$ cat src/hw/rtl/tsc_pkg.sv
// Shared widths and bit-level helpers for the token string checksum core.
// The hash step and the top level depend on this package.
`timescale 1ns / 1ps

package tsc_pkg;

	// Width of one token character.
	localparam int CharW = 8;
	// Width of the running sum as seen by software.
	localparam int SumW = 64;
	// Only the low 31 bits of each product survive the mask.
	localparam int MaskW = 31;
	// Width of the reported checksum.
	localparam int CheckW = 32;

	typedef logic [MaskW-1:0]  mask_t;
	typedef logic [SumW-1:0]   sum_t;
	typedef logic [CheckW-1:0] check_t;

	// Interleaving permutation applied to a masked product. Input bits above
	// the mask are zero, so masked bit k lands on sum bit (62 - 2k). Every
	// other sum bit is zero.
	function automatic sum_t interleave(input mask_t m);
		sum_t r;
		r = '0;
		for (int k = 0; k < MaskW; k++) begin
			r[SumW - 2 - 2 * k] = m[k];
		end
		return r;
	endfunction

	// Sign extension of one character to the masked width.
	function automatic mask_t sext_char(input logic signed [CharW-1:0] c);
		return {{(MaskW - CharW){c[CharW-1]}}, c};
	endfunction

	// Sum modulo 2^32 - 1 of a permuted value. Both halves hold ones only at
	// even positions, so adding them never ripples a carry past one bit,
	// the sum stays below 2^32 - 1 and no end-around carry is needed.
	function automatic check_t fold_mod(input sum_t s);
		check_t hi;
		check_t lo;
		hi = s[SumW-1:CheckW];
		lo = s[CheckW-1:0];
		return (hi ^ lo) | ((hi & lo) << 1);
	endfunction

endpackage

$ cat src/hw/rtl/tsc_step.sv
// One update of the token hash: add, invert, multiply and mask, plus the
// checksum of the updated sum. Depends on tsc_pkg.
`timescale 1ns / 1ps

module tsc_step (
	input  tsc_pkg::mask_t            masked_sum,
	input  logic signed [7:0]         char_byte,
	output tsc_pkg::mask_t            next_masked_sum,
	output tsc_pkg::check_t           checksum
);

	tsc_pkg::sum_t  sum_cur;
	tsc_pkg::mask_t char_ext;
	tsc_pkg::mask_t sum_added;
	tsc_pkg::mask_t sum_inv;

	// The running sum is kept as the masked product ahead of the permutation.
	// Only its low 31 bits take part in the next product.
	assign sum_cur   = tsc_pkg::interleave(masked_sum);
	assign char_ext  = tsc_pkg::sext_char(char_byte);
	assign sum_added = sum_cur[tsc_pkg::MaskW-1:0] + char_ext;
	assign sum_inv   = ~sum_added;

	// Truncated 31 by 31 product, which equals the masked 64-bit product.
	assign next_masked_sum = sum_inv * char_ext;

	// Checksum of the updated sum, used when this word ends the token.
	assign checksum = tsc_pkg::fold_mod(tsc_pkg::interleave(next_masked_sum));

endmodule

$ cat src/hw/rtl/token_string_checksum_core.sv
// Top level of the token string checksum core: input register, hash state
// and result register. Depends on tsc_pkg and tsc_step.
//
//   channel | handshake           | payload
//   --------+---------------------+--------------------
//   in      | in_valid, in_stall  | char_byte, is_last
//   out     | out_valid, out_stall| checksum
//
// One word is accepted per cycle unless in_stall is high; each passes an input register and then one
// add and one 31-bit multiply before the hash state and result register.
// A checksum is loaded into the result register when the last word of its
// token leaves the input register.
// Reset clears the hash state and both valid flags.
// A stalled result holds; words that do not end a token keep flowing past it,
// and a final word waits in the input register until the result is taken.
`timescale 1ns / 1ps

module token_string_checksum_core (
	input  logic                  clk,
	input  logic                  arst_n,
	input  logic                  in_valid,
	output logic                  in_stall,
	input  logic signed [7:0]     char_byte,
	input  logic                  is_last,
	output logic                  out_valid,
	input  logic                  out_stall,
	output tsc_pkg::check_t       checksum
);

	logic                      valid_s1;
	logic signed [7:0]         char_s1;
	logic                      last_s1;
	tsc_pkg::mask_t            sum_q;
	tsc_pkg::mask_t            sum_next;
	tsc_pkg::check_t           check_next;
	logic                      out_valid_q;
	tsc_pkg::check_t           checksum_q;
	logic                      out_room;
	logic                      fire_s1;
	logic                      load_s1;

	// Handshake: a word leaves stage 1 unless it ends a token and the result
	// register is still full and stalled.
	assign out_room = !out_valid_q || !out_stall;
	assign fire_s1  = valid_s1 && (!last_s1 || out_room);
	assign in_stall = valid_s1 && !fire_s1;
	assign load_s1  = in_valid && !in_stall;

	// Input register.
	always_ff @(posedge clk or negedge arst_n) begin
		if (!arst_n) begin
			valid_s1 <= 1'b0;
		end else if (!valid_s1 || fire_s1) begin
			valid_s1 <= in_valid;
		end
	end

	always_ff @(posedge clk) begin
		if (load_s1) begin
			char_s1 <= char_byte;
			last_s1 <= is_last;
		end
	end

	// Hash arithmetic for the word in stage 1.
	tsc_step u_step (
		.masked_sum      (sum_q),
		.char_byte       (char_s1),
		.next_masked_sum (sum_next),
		.checksum        (check_next)
	);

	// Hash state, cleared at the end of each token.
	always_ff @(posedge clk or negedge arst_n) begin
		if (!arst_n) begin
			sum_q <= '0;
		end else if (fire_s1) begin
			sum_q <= last_s1 ? '0 : sum_next;
		end
	end

	// Result register.
	always_ff @(posedge clk or negedge arst_n) begin
		if (!arst_n) begin
			out_valid_q <= 1'b0;
		end else if (out_room) begin
			out_valid_q <= fire_s1 && last_s1;
		end
	end

	always_ff @(posedge clk) begin
		if (fire_s1 && last_s1) begin
			checksum_q <= check_next;
		end
	end

	assign out_valid = out_valid_q;
	assign checksum  = checksum_q;

endmodule
$ cat config.mk
export PLATFORM = sky130hd
export DESIGN_NAME = token_string_checksum_core
export DESIGN_NICKNAME = d
export VERILOG_FILES = /design/src/hw/rtl/tsc_pkg.sv /design/src/hw/rtl/tsc_step.sv /design/src/hw/rtl/token_string_checksum_core.sv
export SDC_FILE = /design/constraint.sdc
export NUM_CORES = 1
export LEC_CHECK = 0
export CELL_PAD_IN_SITES_DETAIL_PLACEMENT = 2
export CELL_PAD_IN_SITES_GLOBAL_PLACEMENT = 2
export CORE_MARGIN = 5
export CORE_UTILIZATION = 39
export CTS_CLUSTER_SIZE = 40
export DETAILED_ROUTE_END_ITERATION = 8
export DONT_BUFFER_PORTS = 1
export PLACE_DENSITY = 0.75
export SLEW_MARGIN = 20
export SYNTH_ARGS = -nofsm -noshare
export SYNTH_HDL_FRONTEND = slang
export SYNTH_SLANG_ARGS = --single-unit
$ cat constraint.sdc
create_clock -name clk -period 6.7 [get_ports clk]
set_input_delay 0.67 -clock clk [delete_from_list [all_inputs] [get_ports clk]]
set_output_delay 0.67 -clock clk [all_outputs]
set_load 0.02 [all_outputs]
==> results of run 1 <==
[cell type report]
class,count,area (µm²),share of cell area (%)
antenna,2,5.00,0.0404
tap,330,413,3.33
clock inverter,3,68.8,0.556
inverter,236,891,7.19
timing repair buffer,161,1240,10.0
sequential,56,1600,12.9
multi-input combinational,736,8040,64.9
clock buffer,5,125,1.01
[Yosys cell counts, types with 6 or more instances]
master / number / area (µm²)
nand2b_1: 10 / 62.6
o21a_1: 12 / 90.1
nor2_1: 35 / 131
a21o_1: 20 / 150
o21bai_1: 6 / 45.0
edfxtp_1: 39 / 1170
nand3_1: 10 / 50.1
fa_1: 150 / 3000
xnor2_1: 32 / 280
a22o_1: 13 / 114
a21oi_1: 27 / 135
xor2_1: 12 / 105
nor3_1: 12 / 60.1
nor2b_1: 22 / 138
nand2_1: 49 / 184
inv_1: 232 / 871
and2_1: 127 / 795
clkbuf_1: 19 / 71.3
o21ai_0: 15 / 75.1
dfrtp_1: 17 / 425
ha_1: 114 / 1430
[repair_timing]
item	in CTS	in global routing
pin swaps	46	26
setup buffers	13	15
resized for setup	56	27
setup endpoints to repair	31	34
[path summary, 6_finish.rpt]
kind,start,end
worst min-delay path,arst_n,sum_q[25]$_DFFE_PN0P_
worst max register to register,char_s1[4]$_DFFE_PP_,checksum[2]$_DFFE_PP_
worst max-delay path,char_s1[4]$_DFFE_PP_,checksum[2]$_DFFE_PP_
min in group clk,char_byte[1],char_s1[1]$_DFFE_PP_
worst min register to register,sum_q[19]$_DFFE_PN0P_,sum_q[19]$_DFFE_PN0P_
max in group asynchronous,arst_n,sum_q[30]$_DFFE_PN0P_
[sequential cells by signal, indices dropped and copies added, names as in the netlist]
name / flops
char_s1: 8
checksum: 30
last_s1: 1
out_valid: 1
sum_q: 15
valid_s1: 1
[layer usage]
metal | GRT usage, % | share of wire, % | wire length [µm]
met5 | 0 | 0 | 0
met3 | 3.51 | 6.2 | 2830
met2 | 50.8 | 50 | 22900
met4 | 12.1 | 6.1 | 2750
met1 | 36.1 | 37 | 17000
[metrics by stage]
stage | hold slack, ns | utilization (%) | setup TNS, ns | instance area, µm² | std cells
6_report | 0.0365 | 49.0 | -7.71 | 12400 | 1529
4_1_cts | 0.0406 | 48.1 | -0.133 | 12200 | 1512
2_1_floorplan | 0.374 | - | -0.105 | 10200 | 1053
3_5_place_dp | 0.375 | 45.6 | -5.87 | 11500 | 1491
5_1_grt | 0.0358 | 49.0 | -12.74 | 12400 | 1529
3_3_place_gp | 0.375 | 45.6 | -1.49 | 11500 | 1491
[layout by cell type (no fill, tap or decap), types with 15 or more instances in the layout]
cell      Yosys  routed
and2_1      127     120
fa_1        150     148
nor2b_1      22      22
buf_4         3     157
edfxtp_1     39      39
a21o_1       20      20
a21oi_1      27      15
inv_1       232     229
ha_4          0      17
ha_1        114      91
nor2_1       35      31
nand2_1      49      45
dfrtp_1      17      16
xnor2_1      32      25
[cell families after synthesis]
logic type / after synthesis / share of synthesized area [%]
xor+xnor: 48 / 4.67
fa+ha+maj: 264 / 44.0
other cells: 1 / 0.0373
mux: 2 / 0.199
simple gates: 284 / 15.4
flops: 56 / 15.9
compound gates: 136 / 9.94
buf+inv: 261 / 9.88
==> impl_metrics.ini, run 1 <==
[critical_path]
path_max_fanout = 5
rrSetupSlack_ns = -0.60
path_delay_family = adder cells
required_ns = 6.76
crit_cells = 24
end_kind = flop
path_buf_inv = 5
path_cells = ha_4 > buf_6 > a311oi_4 > o31ai_4 > a21oi_2 > buf_4 > o21ai_2 > xor2_1 > buf_4 > and2_1 > fa_1 > fa_1 > fa_1 > inv_1 > fa_1 > inv_1 > ha_1 > or3_4 > a2111o_1 > a31o_4 > a221o_1 > a21oi_2 > xor2_1 > ha_1
start_kind = flop
worstRegToRegCells = 24
criticalPathCategory = flop to flop
crit_top_cell = fa_1
cpPeakStageDelay_ns = 0.58
critPathArrivalTime_ns = 7.36
critPathSlowestCell = fa_1

[final_layout]
area_delta_synth_final_pct = 23.1
layout-drive-gt1-share_pct = 22.3
fillers = 2629
nets = 1473

[clock_tree]
cts_buffer_depth = 2
htreeDepth = 2
root_buffer = clkbuf_16
numCtsBuffers = 5
cts_hold_buf = 0
clkTransAtPathRegs_ns = 0.09
tritoncts = yes
clock_sinks = 56
clock_latency_ns = 0.32

[global_routing]
grt.total_usage_pct = 28.9
antenna_found_initial = 2
grt-ovfl-total = 0
grt_pass1_vias = 9831
grt_pass1_wl_um = 62400
grt_max_degree = 29

[sta]
skew_ns = 0.0125
fin_crit_sh_pct = 109
drv_slew = 0
grt_setup_unrepaired = yes
hold_viol = 0
tightestPinTransition_ns = 1.17
fin_crit_ns = 7.30
setup_viol_count_final = 31
fmax_ghz = 0.137
maxSlewHeadroom_pct = 21.8
worst_slack_ns = -0.597

[routing]
drtIter0Drc = 761
drc_errors = 0
wl_um = 45400
drt_pass1_iterations = 5
dr_total_vias = 8728
via_per_inst = 5.71
wl_per_cell_um = 29.7
drt.antenna.violating_nets = 0

[floorplan]
die_height_um = 171
io_pins = 47
dieArea_um2 = 29100
initial_core_util_pct = 39.8
dieWidth_um = 171
core_area_um2 = 25300
rows = 58

[synthesis]
ys_seq_area_share_pct = 15.9
netlist_area_um2 = 10100
synth_flop_cell = edfxtp_1
synth_seq_cells = 56
avgSynthCellArea_um2 = 9.56
ys_types = 64
async_flop_share_pct = 30.4
synth_cells = 1052
synth-edff-count = 39
yosys_warnings = 0

[outcome]
status = complete, but fails checks
violations = negative setup slack

[worst_hold_path]
hold_path_class = input pin to asynchronous set/reset pin

[placed_design]
globalplace.congestion = 0.859
hpwl_um = 29200
dpl_worst_slack_ns = -0.503
port-buffer-count = 0

[job]
cap_violations = 0
Power of run 1 is not shown: default switching activity piles up to over one toggle a cycle in this logic, so the estimate is an artifact.
==> inputs of run 2 (changes only) <==
--- a/config.mk
+++ b/config.mk
@@ -12,8 +12,9 @@
 export CTS_CLUSTER_SIZE = 40
 export DETAILED_ROUTE_END_ITERATION = 8
 export DONT_BUFFER_PORTS = 1
-export PLACE_DENSITY = 0.75
+export PLACE_DENSITY = 0.76
 export SLEW_MARGIN = 20
 export SYNTH_ARGS = -nofsm -noshare
 export SYNTH_HDL_FRONTEND = slang
+export SYNTH_HIERARCHICAL = 1
 export SYNTH_SLANG_ARGS = --single-unit
==> constraint.sdc (replaced) <==
create_clock -name clk -period 6.7 [get_ports clk]
set_input_delay 0.67 -clock clk [delete_from_list [all_inputs] [get_ports clk]]
set_output_delay 0.67 -clock clk [all_outputs]
set_load 0.01 [all_outputs]
==> run 2 against run 1 <==
  * The run still ends with negative setup slack left
  * Sequential share of layout area is 0.53 points lower
  * Largest cell class unchanged
  * Setup slack worse by 0.016 ns
  * Wire length is 19% higher
  * Clock skew is 0.0036 ns lower
  * Flip-flop and latch count is 2 higher
  * Final cell count is 4.8% higher
  * Global-route usage is 0.65 points higher
  * Maximum frequency is 0.21% lower
  * Hold slack worse by 0.036 ns
  * Final area is 8.2% higher
  * Critical path depth is 4 higher
==> impl_metrics.ini, run 2 <==
[sta]
worst_slack_ns = -0.612
fin_crit_sh_pct = 109
fin_crit_ns = 7.31
setup_viol_count_final = 37
hold_viol = 0
tightestPinTransition_ns = 1.11
grt_setup_unrepaired = yes
setup_tns_ns = -8.58
maxSlewHeadroom_pct = 25.9
holdWs_ns = 0.0000154
drv_slew = 0
skew_ns = 0.00890
fmax_ghz = 0.137

[critical_path]
end_kind = flop
critPathArrivalTime_ns = 7.59
r2r-end = sum_q[30]$_DFFE_PN0P_
criticalPathCategory = flop to flop
critPathSlowestCell = fa_1
required_ns = 6.98
start_kind = flop
worstRegToRegCells = 28
rrSetupSlack_ns = -0.61
cpPeakStageDelay_ns = 0.60
path_max_fanout = 4
cp-endpoint = sum_q[30]$_DFFE_PN0P_
startpoint = char_s1[4]$_DFFE_PP_
crit_top_cell = fa_1
reg2reg_from = char_s1[4]$_DFFE_PP_

[clock_tree]
clkTransAtPathRegs_ns = 0.06
tritoncts = yes
htreeDepth = 3
numCtsBuffers = 9
clock_sinks = 58
root_buffer = clkbuf_16
clock_latency_ns = 0.36
cts_buffer_depth = 2

[floorplan]
initial_core_util_pct = 39.2
io_pins = 47
core_area_um2 = 26700
dieArea_um2 = 30200
rows = 60
dieWidth_um = 174
die_height_um = 174

[placed_design]
globalplace.congestion = 0.886
port-buffer-count = 0
dpl_worst_slack_ns = -0.549
hpwl_um = 29700

[final_layout]
mostFrequentLayoutCell = inv_1
largest_reg_flops = 32
final_util_pct = 50.1
fillers = 2732
layout-drive-gt1-share_pct = 26.6
nets = 1533
mostFrequentLayoutCells = 214 x inv_1, 147 x fa_1, 138 x buf_4, 126 x and2_1, 73 x ha_1
area_delta_synth_final_pct = 27.9

[routing]
drc_errors = 0
wl_um = 54100
via_per_inst = 5.82
drtIter0Drc = 749
drt.antenna.violating_nets = 0
dr_total_vias = 9334
drt_pass1_iterations = 5
wl_per_cell_um = 33.7

[synthesis]
synth_cells = 1129
avgSynthCellArea_um2 = 9.27
yosys_warnings = 6
netlist_area_um2 = 10500

[global_routing]
grt-ovfl-total = 0
grt_use_met1_pct = 33.5
use_met3_pct = 3.77
met2_usage_pct = 53.3
grt_pass1_vias = 10500
grt.total_usage_pct = 29.6
antenna_found_initial = 1
busiest_layer = met2
grt_pass1_wl_um = 66700
grt_max_degree = 33

[job]
cap_violations = 0

[outcome]
violations = negative setup slack
status = complete, but fails checks

[worst_hold_path]
hold_path_class = input pin to asynchronous set/reset pin
-- run 2: what timing repair did --
action	in CTS	in global routing
hold buffers	0	1
endpoints found under the hold margin	0	10
cloned	0	1
resized for setup	46	149
setup buffers	14	33
pin swaps	22	105
endpoints found under the setup margin	41	42
-- run 2: cell type report --
class	count	area, µm²	share of cell area [%]
clock inverters	3	18.8	0.140
well taps	341	427	3.19
diodes	1	2.50	0.0187
repair buffers	156	1280	9.60
multi-input cells	793	8820	65.9
flip-flops and latches	58	1660	12.4
inverters	238	898	6.71
clock buffers	13	282	2.10
-- run 2: how the worst min path moves through the flow --
stage / to / startpoint / slack, ns
global route: sum_q[26]$_DFFE_PN0P_ / arst_n / -0.01
global placement: sum_q[19]$_DFFE_PN0P_ / arst_n / 0.37
finish: sum_q[26]$_DFFE_PN0P_ / arst_n / 0.00002
floorplan: out_valid$_DFFE_PN0P_ / arst_n / 0.37
CTS: sum_q[23]$_DFFE_PN0P_ / arst_n / 0.008
detailed placement: sum_q[20]$_DFFE_PN0P_ / arst_n / 0.37
-- run 2: stage by stage --
stage / cells / area (µm²)
floorplan: 1130 / 10700
global placement: 1541 / 11700
detailed placement: 1541 / 11700
CTS: 1571 / 12400
global route: 1602 / 13400
finish: 1603 / 13400
-- run 2: critical path: cells and delay by family (launching register included) --
kind,cells,cell delay (ns)
simple gates,4,0.76
flops,1,0.46
compound gates,9,2.09
buf+inv,7,0.81
fa+ha+maj,6,2.61
xor+xnor,2,0.45
-- run 2: layer usage --
metal | vias up | routed length (µm)
li1 | 3760 | -
met1 | 4907 | 19100
met2 | 424 | 27500
met3 | 241 | 2730
met4 | 2 | 4740
met5 | - | 13
Power of run 2 is left out for the same reason.
==> inputs of run 3 (changes only) <==
--- a/config.mk
+++ b/config.mk
@@ -8,11 +8,13 @@
 export CELL_PAD_IN_SITES_DETAIL_PLACEMENT = 2
 export CELL_PAD_IN_SITES_GLOBAL_PLACEMENT = 2
 export CORE_MARGIN = 5
-export CORE_UTILIZATION = 39
+export CORE_UTILIZATION = 40
 export CTS_CLUSTER_SIZE = 40
 export DETAILED_ROUTE_END_ITERATION = 8
 export DONT_BUFFER_PORTS = 1
-export PLACE_DENSITY = 0.76
+export PLACE_DENSITY = 0.74
+export REMOVE_ABC_BUFFERS = 1
+export SKIP_LAST_GASP = 1
 export SLEW_MARGIN = 20
 export SYNTH_ARGS = -nofsm -noshare
 export SYNTH_HDL_FRONTEND = slang
==> constraint.sdc (replaced) <==
create_clock -name clk -period 8 [get_ports clk]
set_input_delay 0.8 -clock clk [delete_from_list [all_inputs] [get_ports clk]]
set_output_delay 0.8 -clock clk [all_outputs]
set_load 0.01 [all_outputs]
==> run 3 against run 2 <==
  * Final cell count shrank 8.5%
  * Setup slack improved by 1.0 ns
  * Global-route usage shrank 6.3 points
  * Register-to-register slack better by 1.0 ns
  * The run now ends clean
  * Critical path depth stayed put
  * Critical endpoint is now checksum[2]$_DFFE_PP_
  * Flip-flop and latch count did not move
==> impl_metrics.ini, run 3 (synthesized netlist as in run 2, its figures left out) <==
[job]
cap_violations = 0

[sta]
skew_ns = 0.0105
fin_crit_ns = 7.57
grt_setup_unrepaired = no
setup_viol_count_final = 0
drv_slew = 0
setup_tns_ns = 0
fin_crit_sh_pct = 94.6
tightestPinTransition_ns = 1.02
hold_viol = 0
fmax_ghz = 0.132
maxSlewHeadroom_pct = 32.1
worst_slack_ns = 0.433

[global_routing]
grt.total_usage_pct = 23.2
grt_pass1_vias = 8882
antenna_found_initial = 1
grt_max_degree = 33
grt_pass1_wl_um = 52200
grt-ovfl-total = 0

[routing]
via_per_inst = 5.33
dr_total_vias = 7814
wl_um = 33400
drc_errors = 0
drtIter0Drc = 388
drt.antenna.violating_nets = 0
drt_pass1_iterations = 5
wl_per_cell_um = 22.8

[placed_design]
postPlaceCellArea_um2 = 10900
dpl_worst_slack_ns = 0.188
port-buffer-count = 0
hpwl_um = 26900
globalplace.congestion = 0.858

[clock_tree]
numCtsBuffers = 9
clkTransAtPathRegs_ns = 0.06
htreeDepth = 3
cts_buffer_depth = 2
clock_latency_ns = 0.33
root_buffer = clkbuf_16
clock_sinks = 58
tritoncts = yes

[critical_path]
criticalPathCategory = flop to flop
path_max_fanout = 7
critPathSlowestCell = fa_1
path_buf_inv = 5
cpPeakStageDelay_ns = 0.54
path_delay_family = adder cells
required_ns = 8.09
critPathArrivalTime_ns = 7.65
end_kind = flop
start_kind = flop

[floorplan]
core_area_um2 = 25900
dieArea_um2 = 29500
initial_core_util_pct = 40.4
rows = 59
dieWidth_um = 172
io_pins = 47
die_height_um = 172

[final_layout]
area_delta_synth_final_pct = 7.18
mostFrequentLayoutCell = inv_1
final_area_um2 = 11200
antenna_cells = 0
mostFrequentLayoutCells = 236 x inv_1, 150 x fa_1, 142 x and2_1, 114 x ha_1, 44 x nor2_1
final_util_pct = 43.3
largest_reg_flops = 32
nets = 1404
layout-drive-gt1-share_pct = 4.59

[worst_hold_path]
hold_path_class = input pin to asynchronous set/reset pin

[outcome]
status = completed
-- run 3: final timing paths --
check,depth (start not counted),startpoint,endpoint,slack [ns]
min,0,arst_n,out_valid$_DFFE_PN0P_,0.16
max reg2reg,28,char_s1[4]$_DFFE_PP_,checksum[2]$_DFFE_PP_,0.43
max in group asynchronous,0,arst_n,sum_q[16]$_DFFE_PN0P_,7.76
min reg2reg,2,sum_q[29]$_DFFE_PN0P_,sum_q[29]$_DFFE_PN0P_,0.54
min in group clk,2,sum_q[29]$_DFFE_PN0P_,sum_q[29]$_DFFE_PN0P_,0.54
max,28,char_s1[4]$_DFFE_PP_,checksum[2]$_DFFE_PP_,0.43
-- run 3: per-layer routing --
metal,global-route usage [%],up-vias,part of all wire (%)
met5,0,-,0.039
met4,3.96,2,2.0
met3,2.09,29,2.7
met2,42.1,133,51
met1,30.8,4143,44
li1,-,3507,-
-- run 3: worst register-to-register path: cells and delay by family (launching register included) --
kind | cells | cell delay, ns
xor+xnor | 1 | 0.20
buf+inv | 5 | 0.28
compound gates | 11 | 2.65
simple gates | 3 | 0.47
flops | 1 | 0.43
fa+ha+maj | 8 | 3.29
-- run 3: metrics by stage --
stage	hold WS, ns	cells
finish	0.157	1467
CTS	0.152	1466
global route	0.139	1467
floorplan	0.481	1089
global placement	0.505	1450
detailed placement	0.505	1450
-- run 3: repair_timing --
item / in CTS / in global routing
hold buffers: 0 / 0
resized for setup: 0 / 3
endpoints found under the setup margin: 0 / 3
setup buffers: 0 / 0
-- run 3: layout make-up --
cell class                      instances  area, µm²
Fill cell                            2836      14700
Timing Repair Buffer                   27        223
Inverter                              238        893
Clock buffer                           11        243
Sequential cell                        58       1660
Clock inverter                          5       77.6
Tap cell                              335        419
Multi-Input combinational cell        793       7710
Power of run 3 is left out for the same reason.
